--- config.mk ---
export PLATFORM = sky130hd
export DESIGN_NAME = multilevel_interrupt_priority_queue_flat
export DESIGN_NICKNAME = d
export VERILOG_FILES = /design/src/sv/mipq_pkg.sv /design/src/sv/mipq_if.sv /design/src/sv/mipq_ram.sv /design/src/sv/mipq_seq.sv /design/src/sv/multilevel_interrupt_priority_queue.sv /design/src/flat_wrapper.sv
export SDC_FILE = /design/constraint.sdc
export NUM_CORES = 2
export LEC_CHECK = 0
export BUFFER_PORTS_ARGS = -buffer_cell sky130_fd_sc_hd__buf_2
export CAP_MARGIN = 10
export CORE_UTILIZATION = 57
export CTS_CLUSTER_SIZE = 12
export DETAILED_ROUTE_END_ITERATION = 16
export PLACE_DENSITY = 0.76
export SYNTH_ARGS = -nofsm -noshare
export SYNTH_HDL_FRONTEND = slang
export SYNTH_HIERARCHICAL = 1
export SYNTH_SLANG_ARGS = --single-unit
--- constraint.sdc ---
create_clock -name clk -period 5.03 [get_ports clk]
set_input_delay 1.509 -clock clk [delete_from_list [all_inputs] [get_ports clk]]
set_output_delay 1.509 -clock clk [all_outputs]
set_load 0.05 [all_outputs]
--- src/sv/mipq_pkg.sv ---
// package for the multilevel interrupt priority queue
// holds operation and status codes, the microcode rom and the
// sequencer/datapath control types; no dependencies
`default_nettype none

package mipq_pkg;

    localparam int LEVEL_W  = 3;
    localparam int STEP_W   = 5;

    typedef enum logic [1:0] {
        OP_ENQUEUE = 2'd0,
        OP_DEQUEUE = 2'd1,
        OP_PEEK    = 2'd2,
        OP_CHECK   = 2'd3
    } op_t;

    typedef enum logic [1:0] {
        ST_OK    = 2'd0,
        ST_EMPTY = 2'd1,
        ST_FULL  = 2'd2
    } status_t;

    typedef logic [STEP_W-1:0] step_t;

    // program addresses
    localparam step_t S_DISPATCH  = 5'd0;
    localparam step_t S_ENQ_CHK   = 5'd1;
    localparam step_t S_ENQ_LOOP  = 5'd2;
    localparam step_t S_ENQ_CMP   = 5'd3;
    localparam step_t S_ENQ_SHIFT = 5'd4;
    localparam step_t S_ENQ_PUT   = 5'd5;
    localparam step_t S_DEQ_CHK   = 5'd6;
    localparam step_t S_DEQ_GRAB  = 5'd7;
    localparam step_t S_DEQ_LOOP  = 5'd8;
    localparam step_t S_DEQ_MOVE  = 5'd9;
    localparam step_t S_DEQ_END   = 5'd10;
    localparam step_t S_CHK       = 5'd11;
    localparam step_t S_PK_CHK    = 5'd12;
    localparam step_t S_PK_GRAB   = 5'd13;
    localparam step_t S_ERR_FULL  = 5'd14;
    localparam step_t S_ERR_EMPTY = 5'd15;
    localparam step_t S_DONE      = 5'd16;

    typedef enum logic [3:0] {
        ACT_NONE,
        ACT_LOAD_K_N,
        ACT_READ_KM1,
        ACT_WRITE_OLD_DECK,
        ACT_WRITE_NEW_INC,
        ACT_READ_FRONT,
        ACT_GRAB,
        ACT_READ_KP1,
        ACT_WRITE_OLD_INCK,
        ACT_DEC_OCC,
        ACT_LOAD_HIGH,
        ACT_SET_FULL,
        ACT_SET_EMPTY,
        ACT_PUSH
    } act_t;

    typedef enum logic [3:0] {
        COND_NEVER,
        COND_ALWAYS,
        COND_DISPATCH,
        COND_ENQ_BAD,
        COND_RD_BAD,
        COND_K_ZERO,
        COND_PRIO_GE,
        COND_LAST,
        COND_NONE_PENDING
    } cond_t;

    typedef struct packed {
        act_t  act;
        cond_t cond;
        step_t target;
    } ucode_t;

    // datapath status seen by the sequencer
    typedef struct packed {
        logic enq_bad;
        logic rd_bad;
        logic k_zero;
        logic prio_ge;
        logic last;
        logic none_pending;
        logic out_free;
    } flags_t;

    function automatic ucode_t ucode_rom(input step_t s);
        ucode_t w;
        unique case (s)
            S_DISPATCH:  w = '{ACT_NONE,           COND_DISPATCH,     S_DISPATCH};
            S_ENQ_CHK:   w = '{ACT_LOAD_K_N,       COND_ENQ_BAD,      S_ERR_FULL};
            S_ENQ_LOOP:  w = '{ACT_READ_KM1,       COND_K_ZERO,       S_ENQ_PUT};
            S_ENQ_CMP:   w = '{ACT_NONE,           COND_PRIO_GE,      S_ENQ_PUT};
            S_ENQ_SHIFT: w = '{ACT_WRITE_OLD_DECK, COND_ALWAYS,       S_ENQ_LOOP};
            S_ENQ_PUT:   w = '{ACT_WRITE_NEW_INC,  COND_ALWAYS,       S_DONE};
            S_DEQ_CHK:   w = '{ACT_READ_FRONT,     COND_RD_BAD,       S_ERR_EMPTY};
            S_DEQ_GRAB:  w = '{ACT_GRAB,           COND_NEVER,        S_DISPATCH};
            S_DEQ_LOOP:  w = '{ACT_READ_KP1,       COND_LAST,         S_DEQ_END};
            S_DEQ_MOVE:  w = '{ACT_WRITE_OLD_INCK, COND_ALWAYS,       S_DEQ_LOOP};
            S_DEQ_END:   w = '{ACT_DEC_OCC,        COND_ALWAYS,       S_DONE};
            S_CHK:       w = '{ACT_LOAD_HIGH,      COND_NONE_PENDING, S_ERR_EMPTY};
            S_PK_CHK:    w = '{ACT_READ_FRONT,     COND_RD_BAD,       S_ERR_EMPTY};
            S_PK_GRAB:   w = '{ACT_GRAB,           COND_ALWAYS,       S_DONE};
            S_ERR_FULL:  w = '{ACT_SET_FULL,       COND_ALWAYS,       S_DONE};
            S_ERR_EMPTY: w = '{ACT_SET_EMPTY,      COND_NEVER,        S_DISPATCH};
            S_DONE:      w = '{ACT_PUSH,           COND_NEVER,        S_DISPATCH};
            default:     w = '{ACT_NONE,           COND_NEVER,        S_DISPATCH};
        endcase
        return w;
    endfunction

    function automatic step_t op_entry(input op_t op);
        step_t s;
        unique case (op)
            OP_ENQUEUE: s = S_ENQ_CHK;
            OP_DEQUEUE: s = S_DEQ_CHK;
            OP_PEEK:    s = S_PK_CHK;
            OP_CHECK:   s = S_CHK;
            default:    s = S_DONE;
        endcase
        return s;
    endfunction

endpackage

`default_nettype wire

--- src/sv/mipq_if.sv ---
// command and response channel interfaces for the priority queue
// depends on mipq_pkg for the operation and status types
`default_nettype none

interface mipq_cmd_if #(
    parameter int DATA_WIDTH     = 16,
    parameter int PRIORITY_WIDTH = 3
);
    import mipq_pkg::*;

    logic                      valid;
    logic                      ready;
    op_t                       operation;
    logic [LEVEL_W-1:0]        level;
    logic [DATA_WIDTH-1:0]     data_word;
    logic [PRIORITY_WIDTH-1:0] priority_req;

    modport source (output valid, operation, level, data_word, priority_req, input ready);
    modport sink   (input valid, operation, level, data_word, priority_req, output ready);
endinterface

interface mipq_rsp_if #(
    parameter int DATA_WIDTH = 16
);
    import mipq_pkg::*;

    logic                  valid;
    logic                  ready;
    logic [DATA_WIDTH-1:0] result_word;
    logic [LEVEL_W-1:0]    result_level;
    status_t               status;

    modport source (output valid, result_word, result_level, status, input ready);
    modport sink   (input valid, result_word, result_level, status, output ready);
endinterface

`default_nettype wire

--- src/sv/mipq_ram.sv ---
// generic simple dual-port ram, one write and one registered read port
// no dependencies
`default_nettype none

module mipq_ram #(
    parameter int WIDTH  = 19,
    parameter int ADDR_W = 6
) (
    input  wire logic              clk,
    input  wire logic              we,
    input  wire logic [ADDR_W-1:0] waddr,
    input  wire logic [WIDTH-1:0]  wdata,
    input  wire logic              re,
    input  wire logic [ADDR_W-1:0] raddr,
    output logic      [WIDTH-1:0]  rdata
);

    localparam int DEPTH = 2 ** ADDR_W;

    logic [WIDTH-1:0] mem [DEPTH];

    always_ff @(posedge clk)
    begin
        if (we)
        begin
            mem[waddr] <= wdata;
        end
        if (re)
        begin
            rdata <= mem[raddr];
        end
    end

endmodule

`default_nettype wire

--- src/sv/mipq_seq.sv ---
// microcode sequencer: step counter, control rom lookup, conditional jumps
// depends on mipq_pkg for the rom, control and flag types
`default_nettype none

module mipq_seq (
    input  wire logic             clk,
    input  wire logic             rst_n,
    input  wire logic             start,
    input  wire mipq_pkg::op_t    op,
    input  wire mipq_pkg::flags_t flags,
    output logic                  busy,
    output mipq_pkg::act_t        act
);
    import mipq_pkg::*;

    logic   busy_reg;
    logic   busy_next;
    step_t  step_reg;
    step_t  step_next;
    ucode_t uword;
    logic   taken;

    assign uword = ucode_rom(step_reg);

    always_comb
    begin
        unique case (uword.cond)
            COND_NEVER:        taken = 1'b0;
            COND_ALWAYS:       taken = 1'b1;
            COND_DISPATCH:     taken = 1'b1;
            COND_ENQ_BAD:      taken = flags.enq_bad;
            COND_RD_BAD:       taken = flags.rd_bad;
            COND_K_ZERO:       taken = flags.k_zero;
            COND_PRIO_GE:      taken = flags.prio_ge;
            COND_LAST:         taken = flags.last;
            COND_NONE_PENDING: taken = flags.none_pending;
            default:           taken = 1'b0;
        endcase
    end

    always_comb
    begin
        busy_next = busy_reg;
        step_next = step_reg;
        if (!busy_reg)
        begin
            if (start)
            begin
                busy_next = 1'b1;
                step_next = S_DISPATCH;
            end
        end
        else if (uword.act == ACT_PUSH)
        begin
            // hold on the last step until the output register frees up
            if (flags.out_free)
            begin
                busy_next = 1'b0;
            end
        end
        else if (uword.cond == COND_DISPATCH)
        begin
            step_next = op_entry(op);
        end
        else if (taken)
        begin
            step_next = uword.target;
        end
        else
        begin
            step_next = step_reg + 1'b1;
        end
    end

    always_ff @(posedge clk or negedge rst_n)
    begin
        if (!rst_n)
        begin
            busy_reg <= 1'b0;
            step_reg <= S_DISPATCH;
        end
        else
        begin
            busy_reg <= busy_next;
            step_reg <= step_next;
        end
    end

    assign busy = busy_reg;
    assign act  = busy_reg ? uword.act : ACT_NONE;

endmodule

`default_nettype wire

--- src/sv/multilevel_interrupt_priority_queue.sv ---
// enqueue moves the entries of lower priority back one slot and drops the new word
// into the hole; dequeue takes the front word and moves the rest forward one slot
// one command in flight, one entry ram access per step: a new command word is taken
// only after the response of the last one is loaded, and a waiting response holds
// the last step
// rst_n (async, active low) clears occupancy, sequencer and response valid, not the ram
`default_nettype none

module multilevel_interrupt_priority_queue #(
    parameter int LEVELS          = 8,
    parameter int DEPTH_PER_LEVEL = 8,
    parameter int DATA_WIDTH      = 16,
    parameter int PRIORITY_WIDTH  = 3
) (
    input  wire logic   clk,
    input  wire logic   rst_n,
    mipq_cmd_if.sink    cmd,
    mipq_rsp_if.source  rsp
);
    import mipq_pkg::*;

    // level index, slot index and occupancy count widths
    localparam int LW  = (LEVELS > 1) ? $clog2(LEVELS) : 1;
    localparam int SW  = (DEPTH_PER_LEVEL > 1) ? $clog2(DEPTH_PER_LEVEL) : 1;
    localparam int CW  = $clog2(DEPTH_PER_LEVEL + 1);
    localparam int LVW = (LW > LEVEL_W) ? LW : LEVEL_W;
    localparam int EW  = DATA_WIDTH + PRIORITY_WIDTH;
    localparam int AW  = LW + SW;

    // command registers
    op_t                       op_reg;
    logic [LVW-1:0]            lvl_reg;
    logic [DATA_WIDTH-1:0]     word_reg;
    logic [PRIORITY_WIDTH-1:0] prio_reg;
    logic [CW-1:0]             k_reg;

    // working result, copied to the response register at the end
    logic [DATA_WIDTH-1:0]     res_word_reg;
    logic [LEVEL_W-1:0]        res_level_reg;
    status_t                   res_status_reg;

    // response register
    logic                      rsp_valid_reg;
    logic [DATA_WIDTH-1:0]     rsp_word_reg;
    logic [LEVEL_W-1:0]        rsp_level_reg;
    status_t                   rsp_status_reg;

    // per-level entry counts
    logic [CW-1:0]             occ_reg [LEVELS];

    logic                      busy;
    act_t                      act;
    flags_t                    flags;
    logic                      accept;
    logic                      push;

    logic [LW-1:0]             lvl_idx;
    logic                      lvl_ok;
    logic [CW-1:0]             occ_cur;
    logic [CW-1:0]             km1;
    logic [CW:0]               kp1;
    logic [LW-1:0]             high_idx;
    logic                      none_pending;

    logic                      ram_we;
    logic [AW-1:0]             ram_waddr;
    logic [EW-1:0]             ram_wdata;
    logic                      ram_re;
    logic [AW-1:0]             ram_raddr;
    logic [EW-1:0]             ram_rdata;
    logic [DATA_WIDTH-1:0]     rd_word;
    logic [PRIORITY_WIDTH-1:0] rd_prio;

    assign accept = cmd.valid && cmd.ready;
    assign push   = (act == ACT_PUSH) && flags.out_free;

    assign lvl_idx = lvl_reg[LW-1:0];
    assign lvl_ok  = ({1'b0, lvl_reg} < (LVW + 1)'(LEVELS));
    assign occ_cur = occ_reg[lvl_idx];
    assign km1     = k_reg - 1'b1;
    assign kp1     = {1'b0, k_reg} + 1'b1;

    assign rd_word = ram_rdata[EW-1:PRIORITY_WIDTH];
    assign rd_prio = ram_rdata[PRIORITY_WIDTH-1:0];

    // highest level that holds anything
    always_comb
    begin
        high_idx     = '0;
        none_pending = 1'b1;
        for (int i = 0; i < LEVELS; i++)
        begin
            if (occ_reg[i] != '0)
            begin
                high_idx     = LW'(i);
                none_pending = 1'b0;
            end
        end
    end

    always_comb
    begin
        flags.enq_bad      = !lvl_ok || (occ_cur == CW'(DEPTH_PER_LEVEL));
        flags.rd_bad       = !lvl_ok || (occ_cur == '0);
        flags.k_zero       = (k_reg == '0);
        flags.prio_ge      = (rd_prio >= prio_reg);
        flags.last         = (kp1 >= {1'b0, occ_cur});
        flags.none_pending = none_pending;
        flags.out_free     = !rsp_valid_reg || rsp.ready;
    end

    mipq_seq u_seq (
        .clk   (clk),
        .rst_n (rst_n),
        .start (accept),
        .op    (op_reg),
        .flags (flags),
        .busy  (busy),
        .act   (act)
    );

    // entry ram ports: a read fetches a neighbor, a later write step moves it or
    // drops the new word into the hole
    always_comb
    begin
        ram_re    = 1'b0;
        ram_raddr = {lvl_idx, SW'(0)};
        ram_we    = 1'b0;
        ram_waddr = {lvl_idx, k_reg[SW-1:0]};
        ram_wdata = ram_rdata;
        case (act) inside
            ACT_READ_KM1:
            begin
                ram_re    = 1'b1;
                ram_raddr = {lvl_idx, km1[SW-1:0]};
            end
            ACT_READ_KP1:
            begin
                ram_re    = 1'b1;
                ram_raddr = {lvl_idx, kp1[SW-1:0]};
            end
            ACT_READ_FRONT:
            begin
                ram_re = 1'b1;
            end
            ACT_WRITE_OLD_DECK, ACT_WRITE_OLD_INCK:
            begin
                ram_we = 1'b1;
            end
            ACT_WRITE_NEW_INC:
            begin
                ram_we    = 1'b1;
                ram_wdata = {word_reg, prio_reg};
            end
            default:
            begin
            end
        endcase
    end

    mipq_ram #(
        .WIDTH  (EW),
        .ADDR_W (AW)
    ) u_entry_ram (
        .clk   (clk),
        .we    (ram_we),
        .waddr (ram_waddr),
        .wdata (ram_wdata),
        .re    (ram_re),
        .raddr (ram_raddr),
        .rdata (ram_rdata)
    );

    // command and working registers
    always_ff @(posedge clk)
    begin
        if (accept)
        begin
            op_reg         <= cmd.operation;
            lvl_reg        <= LVW'(cmd.level);
            word_reg       <= cmd.data_word;
            prio_reg       <= cmd.priority_req;
            res_word_reg   <= '0;
            res_level_reg  <= '0;
            res_status_reg <= ST_OK;
        end
        else
        begin
            case (act)
                ACT_LOAD_K_N:       k_reg <= occ_cur;
                ACT_WRITE_OLD_DECK: k_reg <= km1;
                ACT_READ_FRONT:     k_reg <= '0;
                ACT_WRITE_OLD_INCK: k_reg <= kp1[CW-1:0];
                ACT_GRAB:
                begin
                    res_word_reg  <= rd_word;
                    // only a check reports the level it found
                    res_level_reg <= (op_reg == OP_CHECK) ? lvl_reg[LEVEL_W-1:0] : '0;
                end
                ACT_LOAD_HIGH:      lvl_reg <= LVW'(high_idx);
                ACT_SET_FULL:       res_status_reg <= ST_FULL;
                ACT_SET_EMPTY:      res_status_reg <= ST_EMPTY;
                default:
                begin
                end
            endcase
        end
    end

    // occupancy counters
    always_ff @(posedge clk or negedge rst_n)
    begin
        if (!rst_n)
        begin
            for (int i = 0; i < LEVELS; i++)
            begin
                occ_reg[i] <= '0;
            end
        end
        else if (act == ACT_WRITE_NEW_INC)
        begin
            occ_reg[lvl_idx] <= occ_cur + 1'b1;
        end
        else if (act == ACT_DEC_OCC)
        begin
            occ_reg[lvl_idx] <= occ_cur - 1'b1;
        end
    end

    // response register
    always_ff @(posedge clk or negedge rst_n)
    begin
        if (!rst_n)
        begin
            rsp_valid_reg <= 1'b0;
        end
        else if (push)
        begin
            rsp_valid_reg <= 1'b1;
        end
        else if (rsp.ready)
        begin
            rsp_valid_reg <= 1'b0;
        end
    end

    always_ff @(posedge clk)
    begin
        if (push)
        begin
            rsp_word_reg   <= res_word_reg;
            rsp_level_reg  <= res_level_reg;
            rsp_status_reg <= res_status_reg;
        end
    end

    assign cmd.ready        = !busy;
    assign rsp.valid        = rsp_valid_reg;
    assign rsp.result_word  = rsp_word_reg;
    assign rsp.result_level = rsp_level_reg;
    assign rsp.status       = rsp_status_reg;

`ifndef SYNTH
    // a level never counts past its depth
    a_occ_bound: assert property (@(posedge clk) disable iff (!rst_n)
        busy && lvl_ok |-> occ_cur <= CW'(DEPTH_PER_LEVEL))
        else $error("level occupancy beyond depth");

    // the entry ram is only written for a command on a real level
    a_write_in_cmd: assert property (@(posedge clk) disable iff (!rst_n)
        ram_we |-> busy && lvl_ok)
        else $error("entry write outside a command");

    // a full status only comes from an enqueue
    a_full_is_enq: assert property (@(posedge clk) disable iff (!rst_n)
        push && res_status_reg == ST_FULL |-> op_reg == OP_ENQUEUE)
        else $error("full status on a non-enqueue");

    // only a check reports a nonzero level
    a_level_check: assert property (@(posedge clk) disable iff (!rst_n)
        push && op_reg != OP_CHECK |-> res_level_reg == '0)
        else $error("result level set outside a check");

    // the response register is loaded only after the command is accepted
    a_push_busy: assert property (@(posedge clk) disable iff (!rst_n)
        push |-> !cmd.ready)
        else $error("response pushed while idle");
`endif

endmodule

`default_nettype wire
--- src/flat_wrapper.sv ---
// flat-port wrapper written by rule: the top's interface ports become plain ports
module multilevel_interrupt_priority_queue_flat import mipq_pkg::*;
#(
    parameter int LEVELS          = 8,
    parameter int DEPTH_PER_LEVEL = 8,
    parameter int DATA_WIDTH      = 16,
    parameter int PRIORITY_WIDTH  = 3
)
  (clk, rst_n, cmd_valid, cmd_operation, cmd_level, cmd_data_word, cmd_priority_req, cmd_ready, rsp_valid, rsp_result_word, rsp_result_level, rsp_status, rsp_ready);
  mipq_cmd_if #(.DATA_WIDTH(DATA_WIDTH), .PRIORITY_WIDTH(PRIORITY_WIDTH)) cmd_i ();
  mipq_rsp_if #(.DATA_WIDTH(DATA_WIDTH)) rsp_i ();
  input  wire logic clk;
  input  wire logic rst_n;
  input wire logic [$bits(cmd_i.valid)-1:0] cmd_valid;
  input wire logic [$bits(cmd_i.operation)-1:0] cmd_operation;
  input wire logic [$bits(cmd_i.level)-1:0] cmd_level;
  input wire logic [$bits(cmd_i.data_word)-1:0] cmd_data_word;
  input wire logic [$bits(cmd_i.priority_req)-1:0] cmd_priority_req;
  output wire logic [$bits(cmd_i.ready)-1:0] cmd_ready;
  output wire logic [$bits(rsp_i.valid)-1:0] rsp_valid;
  output wire logic [$bits(rsp_i.result_word)-1:0] rsp_result_word;
  output wire logic [$bits(rsp_i.result_level)-1:0] rsp_result_level;
  output wire logic [$bits(rsp_i.status)-1:0] rsp_status;
  input wire logic [$bits(rsp_i.ready)-1:0] rsp_ready;
  assign cmd_i.valid = cmd_valid;
  assign cmd_i.operation = cmd_operation;
  assign cmd_i.level = cmd_level;
  assign cmd_i.data_word = cmd_data_word;
  assign cmd_i.priority_req = cmd_priority_req;
  assign cmd_ready = cmd_i.ready;
  assign rsp_valid = rsp_i.valid;
  assign rsp_result_word = rsp_i.result_word;
  assign rsp_result_level = rsp_i.result_level;
  assign rsp_status = rsp_i.status;
  assign rsp_i.ready = rsp_ready;
  multilevel_interrupt_priority_queue #(.LEVELS(LEVELS), .DEPTH_PER_LEVEL(DEPTH_PER_LEVEL), .DATA_WIDTH(DATA_WIDTH), .PRIORITY_WIDTH(PRIORITY_WIDTH)) u_core (.clk(clk), .rst_n(rst_n), .cmd(cmd_i), .rsp(rsp_i));
endmodule
==> key figures <==
Run status
  • Outcome: complete, no violations

GRT
  • Largest net degree at the start of global routing: 65
  • First-pass GRT wire length: just under 200 mm
  • Initial antenna violation count: 7
  • Vias in the first global route: about 29000
  • GRT Total Usage: 0.282
  • Grt ovf: 0

Power and ir drop
  • Pwr Density: between 600 and 700 nW/um2
  • Seq pwr share: 0.415
  • P_sw: 13.8 mW
  • Tot Pwr: 40.2 mW
  • Comb power frac: 0.359
  • Clk pwr share: 0.226
  • Pint: around 26 mW
  • Leakage: roughly 19 nW
  • VDD IR-drop max: approximately 700 uV
  • Switching part of the total: 0.344

Setup path
  • Worst Setup Start Kind: flip-flop
  • Worst endpoint required time: 5.53 ns
  • Worst setup path category: reg2reg
  • Crit-path max FO: 11
  • Crit path cell chain: inv_1 -> ha_1 -> or4b_1 -> a31oi_1 -> inv_1 -> nand2_1 -> nor2_1 -> a221oi_1 -> a21oi_4 -> buf_12 -> buf_4 -> mux4_2 -> mux2_2 -> o21ai_0 -> o31ai_1 -> buf_4 -> and3_1
  • Worst Reg-to-Reg Cells: 17
  • CP top delay family: compound AO/OA/AOI/OAI gates
  • Critical path arrival: ~5.3 ns
  • Worst r2r dst: u_core/u_entry_ram/rdata[7]
  • Slowest-stage cell, CP: o21ai_0
  • Reg2reg start: u_core/u_seq/step_reg[0]
  • R2r setup slk: 0.19 ns
  • Element type at the critical path end: flip-flop
  • Worst Path Buf+Inv: 5
  • Largest stage delay, worst path: around 0.58 ns

Finish
  • Max reg flops: ~1200
  • Layout cells sized above 1: 0.267
  • Layout overhead on the synthesized area: 12.9%
  • Commonest non-fill, non-tap cells in the layout: edfxtp_1 (1284), mux4_2 (269), buf_4 (152), mux2i_1 (150), clkbuf_16 (139)
  • Non-Filler Instances: 4282
  • Most common cell after layout, fill and taps aside: edfxtp_1
  • Final #Nets: a little over 3000
  • # fillers: between 5000 and 6000
  • Fin area: about 60000 um2

Yosys
  • Main synth FF type: edfxtp_1
  • Post-Syn Area: 53400 um2
  • Async S/R FF share, synth: 0.0290
  • Cells after synthesis: 2745
  • Seq/Total Area, Yosys: 0.748
  • Post-synthesis register bit count: 1344
  • Post-Syn Nets: roughly 2800
  • Syn_area_per_cell: between 15 and 20 um2
  • Yosys cell types: just over 80
  • Post-synth EDFFs: between 1000 and 1500
  • Synth warnings: 6

Clock network
  • H-tree Lvls: 4
  • Clock Latency Late Sink: roughly 0.74 ns
  • CTS tree: done
  • Clk root buf: clkbuf_16
  • Clock Tree Buf Depth: 3
  • Total CTS buffers: around 140
  • CTS sink count: 1344
  • Hold Buf Count CTS: 0
  • Worst-path clk slew: roughly 0.060 ns

Floorplanning
  • Die area: between 90000 and 100000 um2
  • Rows: 111
  • Top Ports: between 50 and 60
  • Core Region: ~92000 um2
  • Initial core utilization: 0.579
  • Height of the die: roughly 300 um
  • Die width: 308 um

Route
  • Via Count: between 20000 and 30000
  • Drt pass-1 iters: 5
  • DRC violations left: 0
  • M1 WL: between 40 and 50 mm
  • DR WL/cell: about 31 um
  • Top Layer Used: met5
  • DRT iter0 DRCs: about 4000
  • Vias per inst: between 6 and 7
  • Met2 wire len: around 63 mm
  • ANT nets after route: 0
  • Met3 routed WL: roughly 14 mm
  • DRT Wirelength: roughly 130 mm

Placement
  • HPWL after detailed placement: roughly 80 mm
  • RePlAce Congestion: roughly 0.89
  • Area after DPL: approximately 56000 um2
  • PortBufs: 50
  • Dpl cells: slightly above 4000

STA
  • Final hold vios: 0
  • Tcrit/Tclk final: 0.961
  • Tmin final: approximately 4.8 ns
  • Slew Limit Fails: 0
  • Achievable clock frequency: ~0.21 GHz
  • Final setup fails: 0
  • Clk_skew: around 0.027 ns
  • Worst-margin pin slew: ~1.2 ns
  • Unrepaired setup endpoints after global routing: false
  • Rel. slew slack: 0.215

Worst hold path
  • Hold Crit Class: reg2reg
  • Min-delay src: u_core/res_word_reg[0]
  • Cell depth of the worst hold path: 0
  • Hold path endpoint: u_core/rsp.result_word[0]

Run
  • MaxCap Viol Count: 0
## metal layers
layer  GRT usage  vias to the layer above
met3      0.0679                      252
li1            -                    11700
met2       0.446                     1760
met1       0.388                    14800
met4       0.101                        4
met5           0                        -
## Yosys cell counts (12+ instances only)
master	number	share of area
buf_4	24	0.0034
and3_1	16	0.0019
nand2_1	143	0.010
a22oi_1	47	0.0066
nor2b_1	16	0.0019
clkbuf_1	63	0.0044
o31ai_1	13	0.0018
mux2_2	34	0.0072
a21oi_1	48	0.0045
mux4_2	269	0.11
o22a_1	12	0.0020
a31oi_1	31	0.0036
edfxtp_1	1284	0.72
buf_6	18	0.0038
dfxtp_1	21	0.0079
o22ai_1	40	0.0047
nand3_1	22	0.0021
mux2i_1	150	0.028
nor2_1	115	0.0081
nor3_1	20	0.0019
inv_1	22	0.0015
ha_1	23	0.0054
buf_2	37	0.0035
a211oi_1	14	0.0020
dfrtp_1	39	0.018
nand2b_1	19	0.0022
o21ai_0	64	0.0060
## power groups by stage
stage / logic, mW / registers [mW] / clock network, mW
finish: 14.4 / 16.7 / 9.08
global route: 15.2 / 16.7 / 9.61
CTS: 14.2 / 16.7 / 9.17
detailed placement: 14.0 / 16.9 / 0
global placement: 13.5 / 16.8 / 0
floorplan: 8.60 / 16.8 / 0
## logic make-up after synthesis
| group | count (synthesis) | synth area share |
|---|---|---|
| and+or+nand+nor | 423 | 0.0385 |
| adders and majority gates | 23 | 0.00539 |
| xor gates and xnor gates | 5 | 0.000820 |
| DFF | 1344 | 0.748 |
| AOI/OAI and AO/OA | 324 | 0.0410 |
| muxes | 455 | 0.149 |
| buffers and inverters | 171 | 0.0171 |
## worst max-delay path by stage
| stage | cells after the start | to | slack, ns | startpoint |
|---|---|---|---|---|
| after detailed placement | 16 | u_core/u_entry_ram/rdata[5] | -0.13 | u_core/u_seq/step_reg[0] |
| after CTS | 14 | u_core/u_entry_ram/rdata[12] | 0.05 | u_core/u_seq/step_reg[0] |
| after floorplan | 10 | u_core/u_entry_ram/mem[0][1] | -0.39 | u_core/u_seq/step_reg[0] |
| after global placement | 16 | u_core/u_entry_ram/rdata[5] | -0.06 | u_core/u_seq/step_reg[0] |
| final | 17 | u_core/u_entry_ram/rdata[7] | 0.19 | u_core/u_seq/step_reg[0] |
| after global routing | 17 | u_core/u_entry_ram/rdata[12] | 0.07 | u_core/u_seq/step_reg[0] |
## through the flow
stage,util,hold slack [ns],setup TNS [ns],worst slack (ns)
floorplan,-,0.408,-50.38,-0.394
global placement,0.611,0.416,-0.110,-0.0627
detailed placement,0.611,0.419,-0.287,-0.126
CTS,0.653,0.434,0,0.0512
global route,0.654,0.444,0,0.0711
finish,0.654,0.434,0,0.194
## repair_timing
item                                    in CTS  in global routing
setup buffers                                0                  2
resized for setup                            5                  8
pin swaps                                    0                  1
cloned                                       0                  1
endpoints found under the setup margin       4                  7
## layout make-up
cell class              count  area, um2  share of cell area
diodes                      2       5.00           0.0000830
clock buffers             173       3600              0.0598
clock inverters            33        248             0.00411
inverters                  23       86.3             0.00143
multi-input cells        1230      12800               0.213
flip-flops and latches   1344      40000               0.662
well taps                1243       1560              0.0258
repair buffers            234       2040              0.0337
## worst reg2reg max path: stages (launching register included)
cell,delay [ns]
dfrtp_1,0.34
inv_1,0.13
ha_1,0.25
or4b_1,0.51
a31oi_1,0.28
inv_1,0.10
nand2_1,0.20
nor2_1,0.11
a221oi_1,0.49
a21oi_4,0.09
buf_12,0.16
buf_4,0.19
mux4_2,0.30
mux2_2,0.27
o21ai_0,0.58
o31ai_1,0.21
buf_4,0.22
and3_1,0.18
No activity file was read; power rests on OpenSTA's default activity.
